File: src/ils_pkg.sv
// Shared types and constants for the indexed list store.
package ils_pkg;

    localparam int DEPTH  = 16;
    localparam int WORD_W = 32;
    localparam int POS_W  = 4;
    localparam int FUNC_W = 2;
    localparam int STAT_W = 2;
    localparam int CNT_W  = $clog2(DEPTH + 1);
    localparam int IDX_W  = $clog2(DEPTH);
    // compare width wide enough for both position and count
    localparam int CMP_W  = (CNT_W > POS_W) ? CNT_W + 1 : POS_W + 1;

    localparam logic signed [WORD_W-1:0] WORD_EMPTY = '1;

    typedef enum logic [FUNC_W-1:0] {
        FN_PUSH   = 2'd0,
        FN_POP    = 2'd1,
        FN_INSERT = 2'd2,
        FN_REMOVE = 2'd3
    } t_func;

    typedef enum logic [STAT_W-1:0] {
        ST_DONE  = 2'd0,
        ST_FULL  = 2'd1,
        ST_EMPTY = 2'd2,
        ST_RANGE = 2'd3
    } t_status;

    typedef enum logic [1:0] {
        CELL_HOLD,
        CELL_LOAD,
        CELL_FROM_LOWER,
        CELL_FROM_UPPER
    } t_cell_op;

    typedef struct packed {
        t_status            status;
        logic [CNT_W-1:0]   count;
        logic               pop_ok;
        logic [IDX_W-1:0]   pop_idx;
    } t_ctl_res;

endpackage

File: src/indexed_list_store_unit.sv
// Top level of the indexed list store: cell row, control and output register.
//
// Ordered list of up to DEPTH signed 32-bit words held in a row of cells.
// Input channel (i_valid / o_stall) carries one request item: i_func selects
// push at end, pop from end, insert at i_position, or remove at i_position.
// Output channel (o_valid / i_stall) returns one result item per request:
// o_word_out (popped word, -1 on empty pop, else 0), o_count (elements after
// the request) and o_status (done, full, empty, index out of range).
// o_valid rises in the cycle after acceptance. Throughput is one item
// per cycle while the receiver does not stall: every cell shifts, loads or
// holds in the same cycle, so an insert or remove at any index shifts the row
// at once. A pop reads the top word through one DEPTH-to-one mux at the index
// just below the fill count. While the receiver stalls, the result register
// holds its item; o_stall rises only when that register is full and stalled,
// so a new item is taken in the same cycle the old one leaves.
// Reset (i_rst_n low, synchronous) empties the list and drops any pending
// result; stored words are not cleared and are never read before written.
module indexed_list_store_unit (
    input  logic                                  i_clk,
    input  logic                                  i_rst_n,
    input  logic                                  i_valid,
    output logic                                  o_stall,
    input  logic [ils_pkg::FUNC_W-1:0]            i_func,
    input  logic [ils_pkg::POS_W-1:0]             i_position,
    input  logic signed [ils_pkg::WORD_W-1:0]     i_word_in,
    output logic                                  o_valid,
    input  logic                                  i_stall,
    output logic signed [ils_pkg::WORD_W-1:0]     o_word_out,
    output logic [ils_pkg::CNT_W-1:0]             o_count,
    output logic [ils_pkg::STAT_W-1:0]            o_status
);
    import ils_pkg::*;

    logic                     fire;
    t_cell_op                 ops   [DEPTH];
    logic signed [WORD_W-1:0] slots [DEPTH];
    t_ctl_res                 res;

    logic                     r_valid;
    logic                     n_valid;
    logic signed [WORD_W-1:0] r_word;
    logic signed [WORD_W-1:0] n_word;
    logic [CNT_W-1:0]         r_count;
    logic [STAT_W-1:0]        r_status;

    assign o_stall = r_valid && i_stall;
    assign fire    = i_valid && !o_stall;

    ils_ctrl u_ctrl (
        .i_clk      (i_clk),
        .i_rst_n    (i_rst_n),
        .i_fire     (fire),
        .i_func     (i_func),
        .i_position (i_position),
        .o_ops      (ops),
        .o_res      (res)
    );

    for (genvar g = 0; g < DEPTH; g++) begin : g_cell
        logic signed [WORD_W-1:0] lower;
        logic signed [WORD_W-1:0] upper;
        if (g == 0) begin : g_first
            assign lower = '0;
        end else begin : g_mid_lo
            assign lower = slots[g-1];
        end
        if (g == DEPTH - 1) begin : g_last
            assign upper = '0;
        end else begin : g_mid_hi
            assign upper = slots[g+1];
        end
        ils_cell u_cell (
            .i_clk   (i_clk),
            .i_op    (ops[g]),
            .i_load  (i_word_in),
            .i_lower (lower),
            .i_upper (upper),
            .o_word  (slots[g])
        );
    end

    always_comb begin
        if (res.pop_ok) begin
            n_word = slots[res.pop_idx];
        end else if (res.status == ST_EMPTY) begin
            n_word = WORD_EMPTY;
        end else begin
            n_word = '0;
        end
    end

    assign n_valid = fire || (r_valid && i_stall);

    always_ff @(posedge i_clk) begin
        if (!i_rst_n) begin
            r_valid <= 1'b0;
        end else begin
            r_valid <= n_valid;
        end
    end

    // load result payload on accept, hold otherwise
    always_ff @(posedge i_clk) begin
        if (fire) begin
            r_word   <= n_word;
            r_count  <= res.count;
            r_status <= res.status;
        end
    end

    assign o_valid    = r_valid;
    assign o_word_out = r_word;
    assign o_count    = r_count;
    assign o_status   = r_status;

    a_count_bound: assert property (@(posedge i_clk) disable iff (!i_rst_n)
        o_valid |-> (o_count <= CNT_W'(DEPTH)))
        else $error("count above capacity");

    a_fire_valid: assert property (@(posedge i_clk) disable iff (!i_rst_n)
        fire |=> o_valid)
        else $error("accepted item produced no result");

    a_empty_word: assert property (@(posedge i_clk) disable iff (!i_rst_n)
        (o_valid && o_status == ST_EMPTY) |-> (o_word_out == WORD_EMPTY && o_count == '0))
        else $error("empty result inconsistent");

    a_full_count: assert property (@(posedge i_clk) disable iff (!i_rst_n)
        (o_valid && o_status == ST_FULL) |-> (o_count == CNT_W'(DEPTH)))
        else $error("full result with spare room");

endmodule

File: src/ils_cell.sv
// One storage cell of the list: holds a word, loads, or takes a neighbor's word.
module ils_cell (
    input  logic                                  i_clk,
    input  ils_pkg::t_cell_op                     i_op,
    input  logic signed [ils_pkg::WORD_W-1:0]     i_load,
    input  logic signed [ils_pkg::WORD_W-1:0]     i_lower,
    input  logic signed [ils_pkg::WORD_W-1:0]     i_upper,
    output logic signed [ils_pkg::WORD_W-1:0]     o_word
);
    import ils_pkg::*;

    logic signed [WORD_W-1:0] r_word;
    logic signed [WORD_W-1:0] n_word;

    always_comb begin
        case (i_op)
            CELL_LOAD:       n_word = i_load;
            CELL_FROM_LOWER: n_word = i_lower;
            CELL_FROM_UPPER: n_word = i_upper;
            default:         n_word = r_word;
        endcase
    end

    always_ff @(posedge i_clk) begin
        r_word <= n_word;
    end

    assign o_word = r_word;

endmodule

File: src/ils_ctrl.sv
// Fill counter and request decode: status, new count and per-cell operations.
module ils_ctrl (
    input  logic                          i_clk,
    input  logic                          i_rst_n,
    input  logic                          i_fire,
    input  logic [ils_pkg::FUNC_W-1:0]    i_func,
    input  logic [ils_pkg::POS_W-1:0]     i_position,
    output ils_pkg::t_cell_op             o_ops [ils_pkg::DEPTH],
    output ils_pkg::t_ctl_res             o_res
);
    import ils_pkg::*;

    logic [CNT_W-1:0] r_fill;
    logic [CNT_W-1:0] n_fill;
    logic [CMP_W-1:0] pos_c;
    logic [CMP_W-1:0] fill_c;
    logic             full;
    logic             empty;
    logic             do_ins;
    logic             do_rem;
    logic [CMP_W-1:0] ins_at;
    t_status          status;

    assign pos_c  = CMP_W'(i_position);
    assign fill_c = CMP_W'(r_fill);
    assign full   = (r_fill == CNT_W'(DEPTH));
    assign empty  = (r_fill == '0);

    // decode the request
    always_comb begin
        status = ST_DONE;
        n_fill = r_fill;
        do_ins = 1'b0;
        do_rem = 1'b0;
        ins_at = fill_c;
        unique case (t_func'(i_func))
            FN_PUSH: begin
                if (full) begin
                    status = ST_FULL;
                end else begin
                    do_ins = 1'b1;
                    n_fill = r_fill + 1'b1;
                end
            end
            FN_POP: begin
                if (empty) begin
                    status = ST_EMPTY;
                end else begin
                    n_fill = r_fill - 1'b1;
                end
            end
            FN_INSERT: begin
                ins_at = pos_c;
                if (pos_c > fill_c) begin
                    status = ST_RANGE;
                end else if (full) begin
                    status = ST_FULL;
                end else begin
                    do_ins = 1'b1;
                    n_fill = r_fill + 1'b1;
                end
            end
            FN_REMOVE: begin
                if (pos_c >= fill_c) begin
                    status = ST_RANGE;
                end else begin
                    do_rem = 1'b1;
                    n_fill = r_fill - 1'b1;
                end
            end
            default: status = ST_DONE;
        endcase
    end

    // cell ops: load at index, shift above it on insert; shift down on remove
    always_comb begin
        for (int i = 0; i < DEPTH; i++) begin
            o_ops[i] = CELL_HOLD;
            if (i_fire && do_ins) begin
                if (CMP_W'(i) == ins_at) begin
                    o_ops[i] = CELL_LOAD;
                end else if (CMP_W'(i) > ins_at) begin
                    o_ops[i] = CELL_FROM_LOWER;
                end
            end else if (i_fire && do_rem) begin
                if (CMP_W'(i) >= pos_c) begin
                    o_ops[i] = CELL_FROM_UPPER;
                end
            end
        end
    end

    always_ff @(posedge i_clk) begin
        if (!i_rst_n) begin
            r_fill <= '0;
        end else if (i_fire) begin
            r_fill <= n_fill;
        end
    end

    assign o_res.status  = status;
    assign o_res.count   = n_fill;
    assign o_res.pop_ok  = (t_func'(i_func) == FN_POP) && !empty;
    assign o_res.pop_idx = IDX_W'(r_fill - 1'b1);

endmodule
File: config.mk
export PLATFORM = sky130hd
export DESIGN_NAME = indexed_list_store_unit
export DESIGN_NICKNAME = d
export VERILOG_FILES = /design/src/ils_pkg.sv /design/src/indexed_list_store_unit.sv /design/src/ils_cell.sv /design/src/ils_ctrl.sv
export SDC_FILE = /design/constraint.sdc
export NUM_CORES = 1
export LEC_CHECK = 0
export ABC_AREA = 1
export ABC_CLOCK_PERIOD_IN_PS = 11900
export BUFFER_PORTS_ARGS = -buffer_cell sky130_fd_sc_hd__buf_4
export CELL_PAD_IN_SITES_DETAIL_PLACEMENT = 1
export CELL_PAD_IN_SITES_GLOBAL_PLACEMENT = 1
export CORE_ASPECT_RATIO = 0.9
export CORE_MARGIN = 8
export CORE_UTILIZATION = 45
export DETAILED_ROUTE_END_ITERATION = 6
export HOLD_SLACK_MARGIN = 0.15
export PLACE_DENSITY_LB_ADDON = 0.1
export SLEW_MARGIN = 40
export SYNTH_ARGS = -nofsm -noshare
export SYNTH_HDL_FRONTEND = slang
export SYNTH_SLANG_ARGS = --single-unit
File: constraint.sdc
create_clock -name i_clk -period 11.9 [get_ports i_clk]
set_clock_uncertainty 0.2 [all_clocks]
set_input_delay 1.785 -clock i_clk [delete_from_list [all_inputs] [get_ports i_clk]]
set_output_delay 1.785 -clock i_clk [all_outputs]
set_load 0.02 [all_outputs]
=== Word level (Yosys, flattened, before mapping) ===
Index checks and enable logic that the tools add are counted.

* Add/sub/neg operators: 2
* $mul: 0
* Divide/modulo/power cells: 0
* Order comparisons: 35
* Equal/unequal tests: 68
* Shift operators: 0
* Mux-type cells: 117
* Bitwise logic cells: 1
* Reduce and logical (&&, ||, !) cells: 27

{| class="wikitable"
|+ Operators with widths
! kind !! number
|-
| $pmux 32 s3 || 16
|-
| $mux 2 || 83
|-
| $bmux 32 s4 || 1
|-
| $mux 32 || 4
|-
| $eq 2x2->1 const B || 35
|-
| $reduce_bool 3->1 || 16
|-
| $eq 4x5->1 const A || 8
|-
| $gt 4x5->1 const A || 8
|-
| $eq 2x1->1 const B || 17
|-
| $ge 4x4->1 const A || 8
|-
| $mux 5 || 5
|-
| $eq 3x5->1 const A || 4
|-
| $gt 3x5->1 const A || 4
|-
| $pmux 5 s4 || 1
|-
| $ge 3x4->1 const A || 4
|-
| $eq 2x5->1 const A || 2
|-
| $gt 1x5->1 const A || 2
|-
| $gt 2x5->1 const A || 2
|-
| $ge 1x4->1 const A || 2
|-
| $ge 2x4->1 const A || 2
|-
| $pmux 2 s4 || 1
|-
| $logic_not 6->1 || 1
|-
| $add 5x1->5 const B || 1
|-
| $eq 1x5->1 const A || 1
|-
| 13 further kinds || 22
|}

* Register bits: 557
* Latch bits: 0
* Bits in writable memories: 0
* Bits in read-only memories: 0
* Input port bits: 42
* Output and inout bits: 41
* Word-level logic and storage cells: 271
* Memories kept: 0

=== Depth between registers and ports, before layout ===
Gate-level depths: netlist of the first run.

* Depth in word-level cells: 8
* Mapped depth: 17

=== Cells and area by module ===
A second synthesis of the first run with hierarchy kept.

* Cells, all modules: 4828
* Area total of the unflattened synthesis: 36899.1 um2

{| class="wikitable"
|+ By module, submodules not included
! module !! times used !! cells an instance !! area an instance (um2) !! seq. area each (um2)
|-
| ils_cell || 16 || 180 || 1712.9 || 960.9
|-
| indexed_list_store_unit || 1 || 1700 || 8181.6 || 1191.1
|-
| ils_ctrl || 1 || 248 || 1311.3 || 100.1
|}

=== Worst setup path before layout of the first run ===
No wires, ideal clock.

* Path type: input-to-reg
* From: input port i_position[3] (netlist bit)
* To: register g_cell[12].u_cell.r_word[0] (enable)
* Library setup time: 0.511 ns
* Arrival: 6.115 ns
* Required time: 11.189 ns
* Slack: 5.075 ns
* Cell stages on the path: 8
* Buffers on the path: 1
* Path through: ha_1 -> inv_1 -> nor2_2 -> nand3_2 -> nand3_2 -> nand2_2 -> buf_2 -> o41ai_1

* Longest elaborated chain between the ends: 8

{| class="wikitable"
|+ Ends and longest elaborated chain
! what !! line !! text
|-
| start, declared || indexed_list_store_unit.sv:24 || <nowiki>input logic [ils_pkg::POS_W-1:0] i_position,</nowiki>
|-
| $ge 4x5->1 || ils_ctrl.sv:64 || <nowiki>if (pos_c >= fill_c) begin</nowiki>
|-
| $mux 1 || ils_ctrl.sv:64 ||
|-
| $mux 1 || ils_ctrl.sv:36 || <nowiki>unique case (t_func'(i_func))</nowiki>
|-
| $logic_and 1x1->1 || ils_ctrl.sv:85 || <nowiki>end else if (i_fire && do_rem) begin</nowiki>
|-
| $mux 2 || ils_ctrl.sv:85 ||
|-
| $mux 2 * || ils_ctrl.sv:79 || <nowiki>if (i_fire && do_ins) begin</nowiki>
|-
| $eq 2x1->1 / $eq 2x2->1 (equally long branches) || ils_cell.sv:16 || <nowiki>case (i_op)</nowiki>
|-
| $reduce_bool 3->1 (no line) * || -- ||
|-
| end signal, assigned || ils_cell.sv:25 || <nowiki>r_word <= n_word;</nowiki>
|-
| end, declared || ils_cell.sv:12 || <nowiki>logic signed [WORD_W-1:0] r_word;</nowiki>
|}

Mark *: on every way between the ends. The rest lies on a longest branch, timed or not.
A chain may end at the register's enable or synchronous reset.

=== Worst setup path after layout of the first run ===
* From: input port i_position[3] (netlist bit)
* To: register g_cell[4].u_cell.r_word[20] (enable)

* Longest elaborated chain between the ends: 8

{| class="wikitable"
|+ Ends and longest elaborated chain
! what !! line
|-
| $ge 4x5->1 || ils_ctrl.sv:64
|-
| $mux 1 || ils_ctrl.sv:64
|-
| $mux 1 || ils_ctrl.sv:36
|-
| $logic_and 1x1->1 || ils_ctrl.sv:85
|-
| $mux 2 || ils_ctrl.sv:85
|-
| $mux 2 * || ils_ctrl.sv:79
|-
| $eq 2x1->1 / $eq 2x2->1 (equally long branches) || ils_cell.sv:16
|-
| $reduce_bool 3->1 (no line) * || --
|-
| end signal, assigned || ils_cell.sv:25
|-
| end, declared || ils_cell.sv:12
|}

Marked as above.

==> metrics.cfg, run 1 <==
[status]
outcome=finished, final reports clean

[floorplan]
core_mm2=0.06999
fp.dieH_um=268.2
die_area_mm2=0.07946
fp-row-count=92
start_util_pct=45.45
dieWidth_um=296.2
io-pin-count=83

[synth]
synth_xor_area_share_pct=0.1377
synth_edf_count=551
synth_cell_types=33
syn_nets=3891
syn_area_mm2=0.03181
yosys_warnings=0
synth_simple_gate_area_share_pct=31.16
yosysSeqAreaShare_pct=52.40
yosys_most_used_dff=edfxtp_1
syn_area_per_cell_um2=8.279
synth_top_family_by_area=simple AND/OR/NAND/NOR gates
ys_ff_latch=557
synth_compound_area_share_pct=10.08
synthAdderAreaFrac_pct=0.2754
synthMuxAreaShare_pct=0
synth_cells=3842
async_reset_ff_share_pct=0

[final_layout]
layoutNonFillerInstCount=4748
final_common_cell=nand2_1
nNetsFinal=3797
fillers=8348
final_cell_area_mm2=0.03531
area.growth.synth_to_final_pct=11.02
drive_above_1_share_pct=9.163
final_cell_mix=nand2_1, nand3_1, edfxtp_1

[cts]
tritoncts=done
clkSinkCount=557
root_buffer=clkbuf_16
cts_buffers=66
post-cts-setup-buffers=0
clk-insertion-delay-late_ps=640
clockBufferDepth=3
cts_max_level=3
cts_hold_buf=0
clk_pin_slew_ps=60
cts_resized=0

[power_and_ir_drop]
p_total_uw=5913
power_density_mw_per_mm2=167.5
leakage_uw=0.01319
max-vdd-ir-drop_v=0.00009464

[critical_path]
slowest_delay_ps=630
crit_type=in -> reg
path_buf_inv=6
cp_data_arrival_time_ps=5610
path_common_cell=buf_4
required_ps=11950
startpoint_type=input pin
crit_path_max_fanout=34
path_cells=buf_4 > ha_1 > inv_1 > nor2_2 > nand3_2 > nand3_2 > nand2_2 > nor2_4 > buf_4 > inv_2 > nand2_1 > clkinv_2 > o21ai_4 > buf_4
cp_slowest_cell=clkinv_2
crit_family=buffers and inverters
endpoint_kind=flip-flop

[sta]
worst_pin_slew_ps=977.6
relSlewSlack_pct=34.53
min_period_ps=5562
holdWs_ps=369.3
fmax_ghz=0.1798
setup_viol=0
rsz0062_at_grt=no
setup_tns_ps=0
finalHoldViolations=0
report.final.slew_viol_count=0
fin_crit_sh_pct=46.74

[detailed_routing]
avgViaCountPerCell=6.951
drt_wl_total_um=158100
vias=33000
antenna_left=0
dr.pass1.iters=6
wire_per_inst_um=33.29
drt-initial-drc-count=5043
drcViolationCount=0

[global_route]
grt_max_degree=83
grt_usage_pct=38.80
grt-ovfl-total=0
antenna_found_initial=16
grt_pass1_wl_um=226800
grt_pass1_vias=32820

[worst_hold_path]
hold_class=reg -> reg

[placed_design]
gp_congestion=0.8787
placed_cell_area_mm2=0.03315
place_inst=4618
port_buffers=82
dp_hpwl_um=90420

[job]
max-cap-violations=0

final timing paths:
check        cells after the start  slack [ps]                          end                       start
min                              2         370   g_cell[1].u_cell.o_word[3]  g_cell[0].u_cell.o_word[3]
max                             14        6340  g_cell[4].u_cell.o_word[20]               i_position[3]
max reg2reg                      8        6910                o_word_out[9]            u_ctrl.r_fill[0]
min reg2reg                      2         370   g_cell[1].u_cell.o_word[3]  g_cell[0].u_cell.o_word[3]
flip-flops by register name (all words and copies together) (netlist names):
signal,flops
o_count,5
g_cell.u_cell.o_word,512
o_word_out,32
o_status,2
o_valid,1
u_ctrl.r_fill,5
cell usage after synthesis, drive strengths merged, types with 7 or more instances:
cell type / count / area share (%)
o22ai: 32 / 0.63
edfxtp: 551 / 52
clkbuf: 216 / 2.5
o211ai: 7 / 0.17
nor2: 325 / 4.0
nand3: 952 / 15
ha: 7 / 0.28
inv: 135 / 1.6
o221ai: 128 / 3.5
a31oi: 32 / 0.63
buf: 113 / 1.8
a21oi: 38 / 0.61
o21ai: 278 / 4.4
nand2: 1006 / 12
tightest hold or removal path, cell delays in order (launching register included):
cell and delay, ps:
edfxtp_1 340, nand2_1 50, nand3_1 80
layout make-up:
cell class / instances / area, µm² / share of cell area [%]
Clock buffer: 87 / 1794 / 5.081
Sequential cell: 557 / 16670 / 47.21
Multi-Input combinational cell: 2821 / 13530 / 38.32
Antenna cell: 10 / 25.02 / 0.07087
Timing Repair Buffer: 167 / 1290 / 3.653
Tap cell: 940 / 1176 / 3.331
Inverter: 135 / 543.0 / 1.538
Clock inverter: 31 / 280.3 / 0.7937
cell families (layout without fill, tap and decap cells):
kind of cell | Yosys count | after routing
adder cells (fa/ha/maj) | 7 | 7
XOR/XNOR | 5 | 5
buffers and inverters | 464 | 420
AND/OR/NAND/NOR | 2291 | 2291
flip-flops | 557 | 557
AO/OA/AOI/OAI | 518 | 518
other | 0 | 10
stage by stage:
stage,utilization [%],setup slack (ps)
5_1_grt,50.44,6169
4_1_cts,50.33,6822
2_1_floorplan,-,5075
6_report,50.45,6338
3_3_place_gp,47.26,6150
3_5_place_dp,47.36,6189
routing by layer:
| metal | global-route usage [%] | vias to the layer above | share of wire, % |
|---|---|---|---|
| met5 | 0 | - | 0.012 |
| li1 | - | 13360 | - |
| met3 | 11.99 | 663 | 14 |
| met4 | 23.58 | 2 | 6.7 |
| met2 | 57.40 | 2715 | 43 |
| met1 | 49.66 | 16260 | 36 |
power breakdown:
group / leakage (µW) / switching (µW) / internal (µW)
Combinational: 0.00702 / 1050 / 328
Clock: 0.00102 / 887 / 1170
Sequential: 0.00515 / 111 / 2370
Total: 0.0132 / 2040 / 3870
Note: power is estimated with default switching activity, not from simulation.
==> run 2, diff against run 1 <==
--- a/config.mk
+++ b/config.mk
@@ -6,13 +6,13 @@
 export NUM_CORES = 1
 export LEC_CHECK = 0
 export ABC_AREA = 1
-export ABC_CLOCK_PERIOD_IN_PS = 11900
+export ABC_CLOCK_PERIOD_IN_PS = 4900
 export BUFFER_PORTS_ARGS = -buffer_cell sky130_fd_sc_hd__buf_4
 export CELL_PAD_IN_SITES_DETAIL_PLACEMENT = 1
 export CELL_PAD_IN_SITES_GLOBAL_PLACEMENT = 1
 export CORE_ASPECT_RATIO = 0.9
 export CORE_MARGIN = 8
-export CORE_UTILIZATION = 45
+export CORE_UTILIZATION = 44
 export DETAILED_ROUTE_END_ITERATION = 6
 export HOLD_SLACK_MARGIN = 0.15
 export PLACE_DENSITY_LB_ADDON = 0.1
==> constraint.sdc (replaced) <==
create_clock -name i_clk -period 4.9 [get_ports i_clk]
set_clock_uncertainty 0.2 [all_clocks]
set_input_delay 0.735 -clock i_clk [delete_from_list [all_inputs] [get_ports i_clk]]
set_output_delay 0.735 -clock i_clk [all_outputs]
set_load 0.02 [all_outputs]
==> metrics.cfg, run 2 (same netlist as run 1, synthesis figures left out) <==
[sta]
setup_tns_ps=0
report.final.slew_viol_count=0
finalHoldViolations=0
rsz0062_at_grt=no
setup_ws_ps=850.5
setup_viol=0
min_period_ps=4049
fmax_ghz=0.2469
fin_crit_sh_pct=82.64
worst_pin_slew_ps=1048
relSlewSlack_pct=29.83

[placed_design]
dp_hpwl_um=96170
gp_congestion=0.9025
place_inst=4652
pre_cts_ws_ps=763.5
port_buffers=82

[critical_path]
endpoint_kind=flip-flop
startpoint_type=flip-flop
crit_path_max_fanout=15
crit_type=reg -> reg
cp_data_arrival_time_ps=4200
required_ps=5050
r2r-start=u_ctrl.r_fill[3]
critical_path.startpoint=u_ctrl.r_fill[3]

[final_layout]
nNetsFinal=3822
drive_above_1_share_pct=9.710
final_common_cell=nand2_1
final_cell_mix=nand2_1, nand3_1, edfxtp_1
area.growth.synth_to_final_pct=11.98
layoutNonFillerInstCount=4779
largest_reg_flops=512
final_util_pct=49.77

[status]
outcome=finished, final reports clean

[global_route]
grt_pass1_wl_um=228000
grt-ovfl-total=0
grt_pass1_vias=33250
grt_max_degree=153
grt_usage_pct=37.55
antenna_found_initial=14

[detailed_routing]
avgViaCountPerCell=6.897
antenna_left=0
vias=32960
drt-initial-drc-count=4414
wire_per_inst_um=33.04
drcViolationCount=0
drt_wl_total_um=157900
dr.pass1.iters=6

[worst_hold_path]
hold_class=in -> reg
hold_start=i_rst_n

[cts]
tritoncts=done
cts_max_level=3
clockBufferDepth=3
clkSinkCount=557
root_buffer=clkbuf_16
clk-insertion-delay-late_ps=620
clk_pin_slew_ps=60
cts_resized=0
cts_buffers=66

[floorplan]
core_mm2=0.07156
die_area_mm2=0.08116
fp.dieH_um=271.1
io-pin-count=83
dieWidth_um=299.4
fp-row-count=93
start_util_pct=44.45

[power_and_ir_drop]
max-vdd-ir-drop_v=0.0002458
p_total_uw=14240
power_density_mw_per_mm2=399.7
leakage_uw=0.01334

[job]
max-cap-violations=0

-- run 2: what timing repair did --
item / in CTS / in global routing
setup buffers: 0 / 0
hold buffers: 1 / 0
hold endpoints to repair: 1 / 0
-- run 2: power breakdown --
part / internal [µW] / total [µW] / switching, µW
combinational: 842 / 3310 / 2470
sequential: 5750 / 6030 / 274
clock: 2720 / 4900 / 2170
total: 9320 / 14200 / 4920
-- run 2: through the flow --
stage / hold WS [ps] / cell area (µm²)
CTS: 192.6 / 35540
finish: 213.7 / 35620
floorplan: 337.6 / 31810
global placement: 346.2 / 33420
global route: 212.7 / 35620
detailed placement: 358.3 / 33500
-- run 2: worst max-delay path: stages (launching register included) --
cell and delay [ps]:
dfxtp_1 580, inv_1 160, ha_1 310, inv_1 40, nor2_2 160, nand3_2 130
nand3_2 140, nand3_2 150, nand2_2 170, buf_4 290, nor2_4 80, nand2_2 390
nand2_2 570, buf_12 370
-- run 2: layer usage --
metal  share of wire, %  wire, µm  track usage (%)  vias to the layer above
li1                   -         -                -                    13400
met1                 39     61840            51.79                    16520
met2                 44     68720            55.81                     2537
met3                 12     19190            7.600                      502
met4                5.1      8116            18.87                        2
met5             0.0082        13                0                        -
-- run 2: area by class of cell --
cell class	count	area (µm²)
Clock inverter	39	316.6
Tap cell	950	1189
Clock buffer	77	1714
Multi-Input combinational cell	2821	13480
Inverter	135	531.8
Sequential cell	557	16670
Fill cell	8438	35950
Antenna cell	8	20.02
Timing Repair Buffer	192	1692
-- run 2: final timing paths --
| check | endpoint | slack [ps] | cells past startpoint |
|---|---|---|---|
| worst max-delay path | g_cell[1].u_cell.o_word[7] | 850 | 13 |
| worst min-delay path | u_ctrl.r_fill[0] | 210 | 3 |
| worst max register to register | g_cell[1].u_cell.o_word[7] | 850 | 13 |
| worst min register to register | g_cell[14].u_cell.o_word[28] | 380 | 2 |
